<file path="src/sv/esp_pkg.sv">
// ----------------------------------------------------------------------------
// esp_pkg: shared types and constants of the EMA spike and plateau detector
// Register indexes, marker kinds, fixed-point constants, the sequencer state
// type and the request/response structs of the shared iterative divider.
// ----------------------------------------------------------------------------
package esp_pkg;

    // Configuration port
    localparam int unsigned CFG_IDX_W = 8;
    typedef logic [CFG_IDX_W-1:0] cfg_idx_t;

    localparam cfg_idx_t CFG_EMA_WINDOW       = 8'd0;
    localparam cfg_idx_t CFG_EXPLOSION_FACTOR = 8'd1;
    localparam cfg_idx_t CFG_SPIKE_FACTOR     = 8'd2;
    localparam cfg_idx_t CFG_PLATEAU_STEPS    = 8'd3;

    // Register reset values
    localparam logic [16:0] GAIN_RESET     = 17'd6242;  // gain for a window of 20
    localparam logic [15:0] EXPLOSION_RST  = 16'd1280;  // 5.0 in Q8.8
    localparam logic [15:0] SPIKE_RST      = 16'd768;   // 3.0 in Q8.8
    localparam logic [15:0] PLATEAU_RST    = 16'd100;

    // Marker kinds
    localparam logic [1:0] KIND_GRAD    = 2'd0;
    localparam logic [1:0] KIND_LOSS    = 2'd1;
    localparam logic [1:0] KIND_PLATEAU = 2'd2;

    // Fixed-point constants
    localparam logic [31:0] AVG_FLOOR      = 32'd655;    // 0.01 in Q16.16
    localparam logic [32:0] IMPROVE_MARGIN = 33'd7;      // 1e-4 in Q16.16
    localparam logic [16:0] SEV_ONE        = 17'd65536;  // 1.0 in Q1.16
    localparam logic [16:0] SEV_HALF       = 17'd32768;  // 0.5 in Q1.16
    localparam logic [16:0] STALL_MAX      = 17'd65536;
    localparam logic [17:0] GAIN_NUM_BASE  = 18'd131072; // 2.0 in Q2.16

    // Shared divider
    localparam int unsigned DIV_W     = 32;
    localparam int unsigned QUOT_W    = 18;
    localparam int unsigned DIV_CNT_W = 5;
    localparam logic [DIV_CNT_W-1:0] SEV_STEPS  = 5'd16;
    localparam logic [DIV_CNT_W-1:0] GAIN_STEPS = 5'd18;

    typedef struct packed {
        logic                 start;
        logic [DIV_W-1:0]     divisor;
        logic [DIV_W-1:0]     rem_init;   // starting remainder, below the divisor
        logic [QUOT_W-1:0]    num;        // dividend bits shifted in, MSB first
        logic [DIV_CNT_W-1:0] steps;
    } div_req_t;

    typedef struct packed {
        logic              done;
        logic [QUOT_W-1:0] quot;
    } div_rsp_t;

    // Sequencer states
    typedef enum logic [3:0] {
        ST_IDLE,
        ST_GAIN,
        ST_MUL_LOSS,
        ST_UPD_LOSS,
        ST_MUL_GRAD,
        ST_UPD_GRAD,
        ST_MUL_TG,
        ST_THR_G,
        ST_SEV_G,
        ST_DIV_G,
        ST_MUL_TL,
        ST_THR_L,
        ST_SEV_L,
        ST_DIV_L,
        ST_STALL,
        ST_OUT
    } state_t;

endpackage

</file>
<file path="src/sv/esp_div.sv">
// ----------------------------------------------------------------------------
// esp_div: shared iterative restoring divider
// One quotient bit per cycle. The remainder starts below the divisor and
// takes one dividend bit per step, so a 33-bit compare and subtract is the
// only arithmetic in the loop.
// ----------------------------------------------------------------------------
module esp_div (
    input  logic             clk,
    input  logic             rst_n,
    input  esp_pkg::div_req_t req,
    output esp_pkg::div_rsp_t rsp
);

    logic                          busy_reg, busy_next;
    logic                          done_reg, done_next;
    logic [esp_pkg::DIV_CNT_W-1:0] cnt_reg, cnt_next;
    logic [esp_pkg::DIV_W-1:0]     rem_reg, rem_next;
    logic [esp_pkg::DIV_W-1:0]     dvs_reg, dvs_next;
    logic [esp_pkg::QUOT_W-1:0]    num_reg, num_next;
    logic [esp_pkg::QUOT_W-1:0]    quot_reg, quot_next;

    logic [esp_pkg::DIV_W:0]       trial;
    logic [esp_pkg::DIV_W:0]       trial_sub;
    logic                          fits;

    // Shift in the next dividend bit and try the subtraction
    always_comb
    begin
        trial     = {rem_reg, num_reg[esp_pkg::QUOT_W-1]};
        fits      = trial >= {1'b0, dvs_reg};
        trial_sub = trial - {1'b0, dvs_reg};
    end

    // Step control and datapath
    always_comb
    begin
        busy_next = busy_reg;
        done_next = 1'b0;
        cnt_next  = cnt_reg;
        rem_next  = rem_reg;
        dvs_next  = dvs_reg;
        num_next  = num_reg;
        quot_next = quot_reg;
        if (req.start)
        begin
            busy_next = 1'b1;
            cnt_next  = req.steps;
            rem_next  = req.rem_init;
            dvs_next  = req.divisor;
            num_next  = req.num;
            quot_next = '0;
        end
        else if (busy_reg)
        begin
            rem_next  = fits ? trial_sub[esp_pkg::DIV_W-1:0] : trial[esp_pkg::DIV_W-1:0];
            num_next  = {num_reg[esp_pkg::QUOT_W-2:0], 1'b0};
            quot_next = {quot_reg[esp_pkg::QUOT_W-2:0], fits};
            cnt_next  = cnt_reg - 1'b1;
            if (cnt_reg == esp_pkg::DIV_CNT_W'(1))
            begin
                busy_next = 1'b0;
                done_next = 1'b1;
            end
        end
    end

    // Control registers
    always_ff @(posedge clk or negedge rst_n)
    begin
        if (!rst_n)
        begin
            busy_reg <= 1'b0;
            done_reg <= 1'b0;
            cnt_reg  <= '0;
        end
        else
        begin
            busy_reg <= busy_next;
            done_reg <= done_next;
            cnt_reg  <= cnt_next;
        end
    end

    // Payload registers
    always_ff @(posedge clk)
    begin
        rem_reg  <= rem_next;
        dvs_reg  <= dvs_next;
        num_reg  <= num_next;
        quot_reg <= quot_next;
    end

    assign rsp.done = done_reg;
    assign rsp.quot = quot_reg;

    // A new request only arrives while the unit is free
    assert property (@(posedge clk) disable iff (!rst_n) req.start |-> !busy_reg)
        else $error("esp_div: request while busy");

    // The remainder stays below the divisor throughout a division
    assert property (@(posedge clk) disable iff (!rst_n) busy_reg |-> rem_reg < dvs_reg)
        else $error("esp_div: remainder not below divisor");

    // The last step raises done and frees the unit
    assert property (@(posedge clk) disable iff (!rst_n)
        (busy_reg && !req.start && cnt_reg == esp_pkg::DIV_CNT_W'(1)) |=> (done_reg && !busy_reg))
        else $error("esp_div: last step did not finish");

endmodule

</file>
<file path="src/sv/ema_spike_plateau_detector.sv">
// ----------------------------------------------------------------------------
// ema_spike_plateau_detector: training metric anomaly detector
// Tracks moving averages of loss and gradient norm and raises gradient
// explosion, loss spike and loss plateau markers.
// ----------------------------------------------------------------------------
// One sample at a time goes through a small sequencer that reuses a single
// 17x32 multiplier and a single bit-serial divider. A sample passes the
// average, threshold, severity and stall states in turn; each spike marker
// that needs a severity division adds a divider run (one quotient bit per
// cycle), and each marker then waits in the output state for as long as the
// consumer holds off. The first sample after reset only seeds the averages
// and the best loss, and the block stays idle for the next one. Writing the
// window register recomputes the gain on the same divider, during which no
// sample or further write is taken. Markers of one sample come out in the
// order explosion, spike, plateau, with marker_last on the final one.
// ----------------------------------------------------------------------------
module ema_spike_plateau_detector (
    input  logic        clk,
    input  logic        rst_n,

    input  logic        cfg_valid,
    output logic        cfg_ready,
    input  logic [7:0]  cfg_index,
    input  logic [15:0] cfg_data,

    input  logic        in_valid,
    output logic        in_ready,
    input  logic [31:0] step_number,
    input  logic [31:0] loss_value,
    input  logic [31:0] grad_value,
    input  logic [63:0] time_stamp,

    output logic        out_valid,
    input  logic        out_ready,
    output logic [31:0] marker_step,
    output logic [1:0]  marker_kind,
    output logic [16:0] marker_severity,
    output logic [31:0] marker_value,
    output logic [31:0] marker_threshold,
    output logic [63:0] marker_time,
    output logic        marker_last
);

    esp_pkg::state_t   state_reg, state_next;

    // Configuration
    logic [16:0] gain_reg, gain_next;
    logic [15:0] expl_reg, expl_next;
    logic [15:0] spike_reg, spike_next;
    logic [15:0] plat_reg, plat_next;

    // Detector state
    logic        first_reg, first_next;
    logic [31:0] la_reg, la_next;
    logic [31:0] ga_reg, ga_next;
    logic [31:0] best_reg, best_next;
    logic [16:0] stall_reg, stall_next;
    logic [2:0]  pending_reg, pending_next;

    // Sample and working registers
    logic [31:0] step_reg, step_next;
    logic [31:0] loss_reg, loss_next;
    logic [31:0] grad_reg, grad_next;
    logic [63:0] time_reg, time_next;
    logic [48:0] prod_reg, prod_next;
    logic [31:0] thr_g_reg, thr_g_next;
    logic [31:0] thr_l_reg, thr_l_next;
    logic [16:0] sev_g_reg, sev_g_next;
    logic [16:0] sev_l_reg, sev_l_next;

    // Shared units
    logic [16:0] mul_a;
    logic [31:0] mul_b;
    esp_pkg::div_req_t div_req;
    esp_pkg::div_rsp_t div_rsp;

    // Helpers
    logic        loss_up, grad_up;
    logic [31:0] loss_diff, grad_diff;
    logic [48:0] round_ema, round_thr;
    logic [31:0] ema_step, thr_sat;
    logic [31:0] sev_v, sev_t, sev_diff;
    logic        sev_fire, sev_full;
    logic        improve;
    logic [16:0] stall_inc;
    logic [16:0] win_plus;
    logic [17:0] gain_num;
    logic        cfg_fire, in_fire;

    esp_div u_div (
        .clk   (clk),
        .rst_n (rst_n),
        .req   (div_req),
        .rsp   (div_rsp)
    );

    // Distances from the averages and rounded multiplier results
    always_comb
    begin
        loss_up   = loss_reg >= la_reg;
        grad_up   = grad_reg >= ga_reg;
        loss_diff = loss_up ? loss_reg - la_reg : la_reg - loss_reg;
        grad_diff = grad_up ? grad_reg - ga_reg : ga_reg - grad_reg;
        round_ema = prod_reg + 49'd32768;
        ema_step  = round_ema[47:16];
        round_thr = prod_reg + 49'd128;
        thr_sat   = (|round_thr[48:40]) ? 32'hFFFF_FFFF : round_thr[39:8];
    end

    // Marker test and severity shortcut for the metric under check
    always_comb
    begin
        if (state_reg == esp_pkg::ST_SEV_L)
        begin
            sev_v    = loss_reg;
            sev_t    = thr_l_reg;
            sev_fire = (la_reg > esp_pkg::AVG_FLOOR) && (loss_reg > thr_l_reg);
        end
        else
        begin
            sev_v    = grad_reg;
            sev_t    = thr_g_reg;
            sev_fire = (ga_reg > esp_pkg::AVG_FLOOR) && (grad_reg > thr_g_reg);
        end
        sev_diff = sev_v - sev_t;
        sev_full = (sev_t == '0) || (sev_diff >= sev_t);
    end

    // Improvement test and stall counting
    always_comb
    begin
        improve   = ({1'b0, loss_reg} + esp_pkg::IMPROVE_MARGIN) <= {1'b0, best_reg};
        stall_inc = (stall_reg < esp_pkg::STALL_MAX) ? stall_reg + 17'd1 : stall_reg;
    end

    // Gain divisor and dividend from a window write
    always_comb
    begin
        win_plus = ((cfg_data == '0) ? 17'd1 : {1'b0, cfg_data}) + 17'd1;
        gain_num = esp_pkg::GAIN_NUM_BASE + {2'b00, win_plus[16:1]};
    end

    assign cfg_ready = (state_reg == esp_pkg::ST_IDLE);
    assign in_ready  = (state_reg == esp_pkg::ST_IDLE) && !cfg_valid;
    assign cfg_fire  = cfg_valid && cfg_ready;
    assign in_fire   = in_valid && in_ready;

    assign prod_next = 49'(mul_a) * 49'(mul_b);

    // Sequencer: next state, shared unit operands and register updates
    always_comb
    begin
        state_next   = state_reg;
        gain_next    = gain_reg;
        expl_next    = expl_reg;
        spike_next   = spike_reg;
        plat_next    = plat_reg;
        first_next   = first_reg;
        la_next      = la_reg;
        ga_next      = ga_reg;
        best_next    = best_reg;
        stall_next   = stall_reg;
        pending_next = pending_reg;
        step_next    = step_reg;
        loss_next    = loss_reg;
        grad_next    = grad_reg;
        time_next    = time_reg;
        thr_g_next   = thr_g_reg;
        thr_l_next   = thr_l_reg;
        sev_g_next   = sev_g_reg;
        sev_l_next   = sev_l_reg;
        mul_a        = gain_reg;
        mul_b        = loss_diff;

        div_req          = '0;
        div_req.divisor  = sev_t;
        div_req.rem_init = sev_diff;
        div_req.steps    = esp_pkg::SEV_STEPS;

        case (state_reg)
            esp_pkg::ST_IDLE:
            begin
                if (cfg_fire)
                begin
                    case (cfg_index)
                        esp_pkg::CFG_EMA_WINDOW:
                        begin
                            div_req.start    = 1'b1;
                            div_req.divisor  = {15'd0, win_plus};
                            div_req.rem_init = '0;
                            div_req.num      = gain_num;
                            div_req.steps    = esp_pkg::GAIN_STEPS;
                            state_next       = esp_pkg::ST_GAIN;
                        end
                        esp_pkg::CFG_EXPLOSION_FACTOR: expl_next  = cfg_data;
                        esp_pkg::CFG_SPIKE_FACTOR:     spike_next = cfg_data;
                        esp_pkg::CFG_PLATEAU_STEPS:    plat_next  = cfg_data;
                        default: ;
                    endcase
                end
                else if (in_fire)
                begin
                    step_next    = step_number;
                    loss_next    = loss_value;
                    grad_next    = grad_value;
                    time_next    = time_stamp;
                    pending_next = '0;
                    if (first_reg)
                    begin
                        // seed averages and best loss, no marker
                        la_next    = loss_value;
                        ga_next    = grad_value;
                        best_next  = loss_value;
                        first_next = 1'b0;
                    end
                    else
                    begin
                        state_next = esp_pkg::ST_MUL_LOSS;
                    end
                end
            end
            esp_pkg::ST_GAIN:
            begin
                if (div_rsp.done)
                begin
                    gain_next  = div_rsp.quot[16:0];
                    state_next = esp_pkg::ST_IDLE;
                end
            end
            esp_pkg::ST_MUL_LOSS:
            begin
                mul_a      = gain_reg;
                mul_b      = loss_diff;
                state_next = esp_pkg::ST_UPD_LOSS;
            end
            esp_pkg::ST_UPD_LOSS:
            begin
                la_next    = loss_up ? la_reg + ema_step : la_reg - ema_step;
                state_next = esp_pkg::ST_MUL_GRAD;
            end
            esp_pkg::ST_MUL_GRAD:
            begin
                mul_a      = gain_reg;
                mul_b      = grad_diff;
                state_next = esp_pkg::ST_UPD_GRAD;
            end
            esp_pkg::ST_UPD_GRAD:
            begin
                ga_next    = grad_up ? ga_reg + ema_step : ga_reg - ema_step;
                state_next = esp_pkg::ST_MUL_TG;
            end
            esp_pkg::ST_MUL_TG:
            begin
                mul_a      = {1'b0, expl_reg};
                mul_b      = ga_reg;
                state_next = esp_pkg::ST_THR_G;
            end
            esp_pkg::ST_THR_G:
            begin
                thr_g_next = thr_sat;
                state_next = esp_pkg::ST_SEV_G;
            end
            esp_pkg::ST_SEV_G:
            begin
                state_next = esp_pkg::ST_MUL_TL;
                if (sev_fire)
                begin
                    pending_next[0] = 1'b1;
                    if (sev_full)
                    begin
                        sev_g_next = esp_pkg::SEV_ONE;
                    end
                    else
                    begin
                        div_req.start = 1'b1;
                        state_next    = esp_pkg::ST_DIV_G;
                    end
                end
            end
            esp_pkg::ST_DIV_G:
            begin
                if (div_rsp.done)
                begin
                    sev_g_next = {1'b0, div_rsp.quot[15:0]};
                    state_next = esp_pkg::ST_MUL_TL;
                end
            end
            esp_pkg::ST_MUL_TL:
            begin
                mul_a      = {1'b0, spike_reg};
                mul_b      = la_reg;
                state_next = esp_pkg::ST_THR_L;
            end
            esp_pkg::ST_THR_L:
            begin
                thr_l_next = thr_sat;
                state_next = esp_pkg::ST_SEV_L;
            end
            esp_pkg::ST_SEV_L:
            begin
                state_next = esp_pkg::ST_STALL;
                if (sev_fire)
                begin
                    pending_next[1] = 1'b1;
                    if (sev_full)
                    begin
                        sev_l_next = esp_pkg::SEV_ONE;
                    end
                    else
                    begin
                        div_req.start = 1'b1;
                        state_next    = esp_pkg::ST_DIV_L;
                    end
                end
            end
            esp_pkg::ST_DIV_L:
            begin
                if (div_rsp.done)
                begin
                    sev_l_next = {1'b0, div_rsp.quot[15:0]};
                    state_next = esp_pkg::ST_STALL;
                end
            end
            esp_pkg::ST_STALL:
            begin
                // advance the stall count or restart it on a new best loss
                if (improve)
                begin
                    best_next  = loss_reg;
                    stall_next = '0;
                end
                else
                begin
                    stall_next = stall_inc;
                end
                pending_next[2] = (stall_next == {1'b0, plat_reg});
                state_next = (pending_next == '0) ? esp_pkg::ST_IDLE : esp_pkg::ST_OUT;
            end
            esp_pkg::ST_OUT:
            begin
                // drop the marker just taken, go idle after the last one
                if (out_ready)
                begin
                    pending_next = pending_reg & (pending_reg - 3'd1);
                    if (pending_next == '0)
                    begin
                        state_next = esp_pkg::ST_IDLE;
                    end
                end
            end
            default:
            begin
                state_next = esp_pkg::ST_IDLE;
            end
        endcase
    end

    // Control and detector state
    always_ff @(posedge clk or negedge rst_n)
    begin
        if (!rst_n)
        begin
            state_reg   <= esp_pkg::ST_IDLE;
            gain_reg    <= esp_pkg::GAIN_RESET;
            expl_reg    <= esp_pkg::EXPLOSION_RST;
            spike_reg   <= esp_pkg::SPIKE_RST;
            plat_reg    <= esp_pkg::PLATEAU_RST;
            first_reg   <= 1'b1;
            la_reg      <= '0;
            ga_reg      <= '0;
            best_reg    <= '0;
            stall_reg   <= '0;
            pending_reg <= '0;
        end
        else
        begin
            state_reg   <= state_next;
            gain_reg    <= gain_next;
            expl_reg    <= expl_next;
            spike_reg   <= spike_next;
            plat_reg    <= plat_next;
            first_reg   <= first_next;
            la_reg      <= la_next;
            ga_reg      <= ga_next;
            best_reg    <= best_next;
            stall_reg   <= stall_next;
            pending_reg <= pending_next;
        end
    end

    // Sample and working registers
    always_ff @(posedge clk)
    begin
        step_reg  <= step_next;
        loss_reg  <= loss_next;
        grad_reg  <= grad_next;
        time_reg  <= time_next;
        prod_reg  <= prod_next;
        thr_g_reg <= thr_g_next;
        thr_l_reg <= thr_l_next;
        sev_g_reg <= sev_g_next;
        sev_l_reg <= sev_l_next;
    end

    // Present the lowest pending marker
    always_comb
    begin
        if (pending_reg[0])
        begin
            marker_kind      = esp_pkg::KIND_GRAD;
            marker_severity  = sev_g_reg;
            marker_value     = grad_reg;
            marker_threshold = thr_g_reg;
        end
        else if (pending_reg[1])
        begin
            marker_kind      = esp_pkg::KIND_LOSS;
            marker_severity  = sev_l_reg;
            marker_value     = loss_reg;
            marker_threshold = thr_l_reg;
        end
        else
        begin
            marker_kind      = esp_pkg::KIND_PLATEAU;
            marker_severity  = esp_pkg::SEV_HALF;
            marker_value     = loss_reg;
            marker_threshold = best_reg;
        end
    end

    assign out_valid   = (state_reg == esp_pkg::ST_OUT);
    assign marker_step = step_reg;
    assign marker_time = time_reg;
    assign marker_last = ((pending_reg & (pending_reg - 3'd1)) == 3'd0);

    // Markers are only offered while some marker is pending
    assert property (@(posedge clk) disable iff (!rst_n) out_valid |-> pending_reg != '0)
        else $error("detector: marker offered with nothing pending");

    // A sample is never taken while markers are still going out
    assert property (@(posedge clk) disable iff (!rst_n) !(in_ready && out_valid))
        else $error("detector: input ready during marker output");

    // The gain never reaches zero, or the averages would freeze
    assert property (@(posedge clk) disable iff (!rst_n) gain_reg != '0)
        else $error("detector: zero smoothing gain");

    // A taken marker that is not the last leaves another one to send
    assert property (@(posedge clk) disable iff (!rst_n)
        (out_valid && out_ready && !marker_last) |=> out_valid)
        else $error("detector: marker lost after a non-final marker");

endmodule

</file>
<file path="config.mk">
export PLATFORM = sky130hd
export DESIGN_NAME = ema_spike_plateau_detector
export DESIGN_NICKNAME = d
export VERILOG_FILES = /design/src/sv/esp_pkg.sv /design/src/sv/esp_div.sv /design/src/sv/ema_spike_plateau_detector.sv
export SDC_FILE = /design/constraint.sdc
export NUM_CORES = 2
export LEC_CHECK = 0
export ABC_AREA = 1
export BUFFER_PORTS_ARGS = -buffer_cell sky130_fd_sc_hd__buf_2
export CAP_MARGIN = 0
export CORE_AREA = 2 2 336 338
export CTS_CLUSTER_DIAMETER = 120
export DETAILED_ROUTE_END_ITERATION = 8
export DIE_AREA = 0 0 338 340
export PLACE_DENSITY = 0.79
export SYNTH_ARGS = -nofsm -noshare
export SYNTH_HDL_FRONTEND = slang
export SYNTH_HIERARCHICAL = 1
export SYNTH_SLANG_ARGS = --single-unit
</file>
<file path="constraint.sdc">
create_clock -name clk -period 8.3 [get_ports clk]
set_input_delay 1.66 -clock clk [delete_from_list [all_inputs] [get_ports clk]]
set_output_delay 1.66 -clock clk [all_outputs]
set_load 0.005 [all_outputs]
</file>
* After elaboration in Yosys (flattened, before gate mapping)
Index checks and enable logic that the tools add are counted.
** Operators by class
- Order comparisons :: 10
- Multiply operators :: 1
- Mux-type cells :: 77
- Add/subtract/negate cells :: 18
- Eq/ne operators :: 36
- Bitwise gates (word level) :: 2
- Reductions and logical operators :: 38
** Operator list (count)
- two-way mux 32 bit :: 20
- subtractor 32 bit :: 8
- one-hot mux 32 bit (2 select lines) :: 3
- two-way mux 88 bit :: 2
- two-way mux 17 bit :: 8
- one-hot mux 17 bit (2 select lines) :: 3
- >= comparator 32 bit :: 3
- one-hot mux 32 bit (3 select lines) :: 1
- two-way mux 87 bit :: 1
- adder 32 bit :: 2
- greater-than comparator 32 x 10 -> 1 bit (second input constant) :: 2
- greater-than comparator 32 bit :: 2
- one-hot mux 4 bit (16 select lines) :: 1
- adder 49 x 8 -> 49 bit (second input constant) :: 1
- multiplier 17 x 32 -> 49 bit :: 1
- adder 48 x 16 -> 48 bit (second input constant) :: 1
- two-way mux 4 bit :: 10
- two-way mux 18 bit :: 2
- adder 32 x 3 -> 33 bit (second input constant) :: 1
- >= comparator 33 x 32 -> 1 bit :: 1
- less-or-equal comparator 33 x 32 -> 1 bit :: 1
- equality test 4 bit (second input constant) :: 8
- zero test 32 bit :: 1
- AND reduction 4 bit :: 5
- other kinds (41) :: 94
** Storage, ports and cells
- Input port bits :: 189
- Output and inout port bits :: 183
- Bits in registers :: 599

* Depth between registers and ports, before layout
- Depth in word-level cells :: 9
- Mapped depth :: 45

* Cells and area by module
Netlist, hierarchy kept.
** By module, submodules not included
- ema_spike_plateau_detector :: instances 1, area each 57082.2 um^2, cells each 7578, sequential area each 13259.0 um^2
- esp_div :: instances 1, area each 7193.1 um^2, cells each 996, sequential area each 2997.9 um^2

* Least setup slack after synthesis
OpenSTA, ideal clock, no wires.
- Path type :: reg2reg
- From :: register state_reg[3]
- To :: register u_div/num_reg[0] (netlist name) (enable)
- Setup slack :: 0.185 ns
- Clock period less this slack :: 8.115 ns
- Data required time :: 7.866 ns
- Arrival time :: 7.680 ns
- Stages on the path, launching flop included :: 39
- Path buffers :: 5
- Path through :: dfrtp_1 nand2_1 inv_1 nand2_1 buf_2 clkbuf_1 clkbuf_1 clkbuf_1 nand2_1 o21ai_0 inv_1 fa_1 o21ai_1 nand2_1 nand2_1 a21boi_1 o21ai_0 a21boi_1 (+3 left out) nand2_1 nand2_1 nand2_1 nand2_1 inv_1 ha_1 nand2_1 nor2_1 nand4_1 nor4_1 nand4_1 nand4_1 a21oi_1 nand4_1 nand2_1 nor2_1 inv_1 clkbuf_1
** RTL lines
- start, declared :: line ema_spike_plateau_detector.sv:44 : esp_pkg::state_t state_reg, state_next;
- start signal, assigned :: line ema_spike_plateau_detector.sv:363 : state_reg <= esp_pkg::ST_IDLE;
- start signal, assigned :: line ema_spike_plateau_detector.sv:377 : state_reg <= state_next;
- end signal, assigned :: line esp_div.sv:89 : num_reg <= num_next;
- end, declared :: line esp_div.sv:19 : logic [esp_pkg::QUOT_W-1:0] num_reg, num_next;

* Worst setup path in the final report
- From :: register grad_reg[21]
- To :: register prod_reg[44]
** On the way
- Word-level cells in the longest chain between the ends :: 4
** Ends and longest elaborated chain
- start, declared :: line ema_spike_plateau_detector.sv:63 : logic [31:0] grad_reg, grad_next;
- start signal, assigned :: line ema_spike_plateau_detector.sv:396 : grad_reg <= grad_next;
- subtractor 32 bit or >= comparator 32 bit (tied branches) :: line ema_spike_plateau_detector.sv:103, ema_spike_plateau_detector.sv:101
- two-way mux 32 bit (*) :: line ema_spike_plateau_detector.sv:103 : grad_diff = grad_up ? grad_reg - ga_reg : ga_reg - grad_reg;
- one-hot mux 32 bit (3 select lines) (*) :: line ema_spike_plateau_detector.sv:180 : case (state_reg)
- multiplier 17 x 32 -> 49 bit (*) :: line ema_spike_plateau_detector.sv:148 : assign prod_next = 49'(mul_a) * 49'(mul_b);
- named net prod_next[44] :: line ema_spike_plateau_detector.sv:65 : logic [48:0] prod_reg, prod_next;
- end signal, assigned :: line ema_spike_plateau_detector.sv:398 : prod_reg <= prod_next;
- end, declared :: line ema_spike_plateau_detector.sv:65
Mark *: on every way through the listed nets, which the timed path passes. The rest lies on a longest branch.
A chain may end at the register's enable or synchronous reset.

==> results.yml <==
power_and_ir_drop:
  cellPowerDensity_mw_per_mm2: 465
  p_sw_frac: 0.539
  peakVddDrop_mv: 0.339
  cellInternalPower_uw: 17000
  clkPwrFrac: 0.085
  p_comb_frac: 0.792
  p_leak_uw: 0.0388
  power.switching_uw: 19800
  pwr-share-seq: 0.123
  totalPowerFinal_uw: 36800
clock_network:
  tritoncts: "done"
  cts_sinks: 592
  numCtsBuffers: 70
  cts.clk_slew.worst_paths_ns: 0.06
  cts_root_buf: "clkbuf_16"
  cts_buffer_depth: 3
  cts_hold_buf: 0
  cts_max_level: 3
  clk_latency_ns: 0.67
global_routing:
  busiest_layer: "met2"
  grt_max_degree: 128
  grt_pass1_wl_um: 388000
  gr-usage-all-layers: 0.454
  use_met3: 0.123
  use_met2: 0.690
  globalRouteMet1Util: 0.578
  grt_pass1_vias: 64611
  grt_overflow_total: 0
  grt_antenna_before_repair: 9
worst_setup_path:
  crit_path_top_delay_cell: "fa_2"
  crit_family: "adder cells"
  reg2reg_to: "prod_reg[44]$_DFF_P_"
  worst-path-max-fanout: 7
  cpMostUsedCell: "nand2_2"
  start_kind: "flop"
  r2r_cells: 45
  r2r_start: "grad_reg[21]$_DFFE_PP_"
  path_depth: 45
  slowest_delay_ns: 0.58
  reg2reg_slack_ns: 0.02
  worstPathRequired_ns: 8.83
  endpoint_kind: "flop"
  timing_worst_setup_path_type: "flop to flop"
  critical_path_buf_inv_count: 13
  arrival_ns: 8.81
sta:
  fin_crit_ns: 8.28
  rsz0062_at_grt: "true"
  min_period_over_period: 0.997
  slew_violations: 0
  worst_slew_pin_slew_ns: 1.28
  hold_viol: 0
  tns_ns: 0
  finalSetupViolations: 0
  max_freq_mhz: 121
  relSlewSlack: 0.147
  skew_ns: 0.0336
placement:
  post_dp_cell_area_mm2: 0.0738
  port-buffer-count: 371
  gp_congestion: 1.06
  dp_hpwl_um: 218000
synth:
  yosysWarnings: 6
  postSynthCellCount: 8571
  netlist_area_mm2: 0.0642
  synth_area_per_cell_um2: 7.50
outcome:
  status: "completed"
die:
  die_y_um: 340
  start_util: 0.576
  die_w_um: 338
  dieArea_mm2: 0.115
  std_cell_rows: 123
  ios: 372
  core_area_mm2: 0.112
hold_path:
  hold_class: "flop to flop"
  hp-start: "expl_reg[2]$_DFFE_PN0P_"
  hold_depth: 2
  holdPathEnd: "expl_reg[2]$_DFFE_PN0P_"
final_layout:
  design_area_mm2: 0.0791
  finalNetCount: 10874
  area_growth_pct: 23.0
  seqCellArea_mm2: 0.0162
  multiInputGateArea_mm2: 0.0431
  drive_above_1_share: 0.203
  fillers: 8936
  largest_reg_flops: 64
routing:
  vias_per_cell: 5.91
  wl_per_cell_um: 23.8
  antenna_left: 0
  drcViolationCount: 0
  wirelength_um: 268000
  drt-pass1-iter-count: 8
  dr_total_vias: 66728
  drt_iter0_drc: 7801
flow_run:
  max-cap-violations: 0
-- metal layers --
metal  vias to the layer above  wire length, um
met1                     31751            98700
met2                      3999           117000
met5                         -               77
met4                        12            19800
li1                      30012                -
met3                       954            32700
-- through the flow --
| step | cells | setup WS (ns) | hold WS (ns) | util |
|---|---|---|---|---|
| final | 11284 | 0.0220 | 0.496 | 0.709 |
| after detailed placement | 11060 | -0.501 | 0.477 | 0.661 |
| after global placement | 11060 | -0.352 | 0.467 | 0.661 |
| after CTS | 11206 | -0.00595 | 0.494 | 0.686 |
| after global routing | 11281 | -0.239 | 0.516 | 0.708 |
| after floorplan | 8574 | 0.219 | 0.448 | - |
-- worst reg2reg max path: cells and delay by family, from the launching register on --
kind / cells / cell delay, ns
xor gates and xnor gates: 1 / 0.14
and+or+nand+nor: 20 / 2.16
adders and majority gates: 8 / 3.60
buffers and inverters: 13 / 1.32
DFF: 1 / 0.46
AOI/OAI and AO/OA: 3 / 0.48
-- power by group through the flow --
stage	Clock [uW]	Combinational [uW]	Sequential, uW
floorplan	0	13900	4490
global placement	0	25000	4510
detailed placement	0	25300	4540
CTS	3120	26000	4490
global route	3240	30900	4570
finish	3120	29100	4520
-- how the worst max path moves through the flow --
| stage | startpoint | end | slack, ns |
|---|---|---|---|
| after floorplan | state_reg[3]$_DFFE_PN0P_ | u_div/num_reg[0]$_SDFFCE_PN0P_ | 0.22 |
| final | grad_reg[21]$_DFFE_PP_ | prod_reg[44]$_DFF_P_ | 0.02 |
| after CTS | la_reg[21]$_DFFE_PN0P_ | prod_reg[46]$_DFF_P_ | -0.006 |
| after global routing | grad_reg[21]$_DFFE_PP_ | prod_reg[48]$_DFF_P_ | -0.24 |
| after global placement | ga_reg[23]$_DFFE_PN0P_ | prod_reg[45]$_DFF_P_ | -0.35 |
| after detailed placement | grad_reg[23]$_DFFE_PP_ | prod_reg[45]$_DFF_P_ | -0.50 |
-- layout make-up --
class                      count  area share
tap                         1500      0.0237
multi-input combinational   6162       0.545
clock inverter                31     0.00386
timing repair buffer        1315       0.121
antenna                        4    0.000127
inverter                    1582      0.0763
clock buffer                  98      0.0249
sequential                   592       0.205
-- cells in the final DEF (no fill, tap or decap), types with 94 or more instances in the layout --
| cell type | n |
|---|---|
| o21ai_0 | 571 |
| buf_2 | 371 |
| nand3_1 | 280 |
| inv_1 | 1491 |
| nand2_1 | 1789 |
| dfrtp_1 | 179 |
| a21oi_1 | 442 |
| nor2_1 | 728 |
| edfxtp_1 | 340 |
| ha_1 | 457 |
| buf_4 | 867 |
| xor2_1 | 166 |
| nand4_1 | 94 |
| fa_1 | 432 |
-- repair_timing --
action	in CTS	in global routing
cloned	0	4
pin swaps	54	204
buffers inserted	17	74
endpoints found under the setup margin	25	31
gates resized for setup	119	485
(Power assumes the default switching activity.)
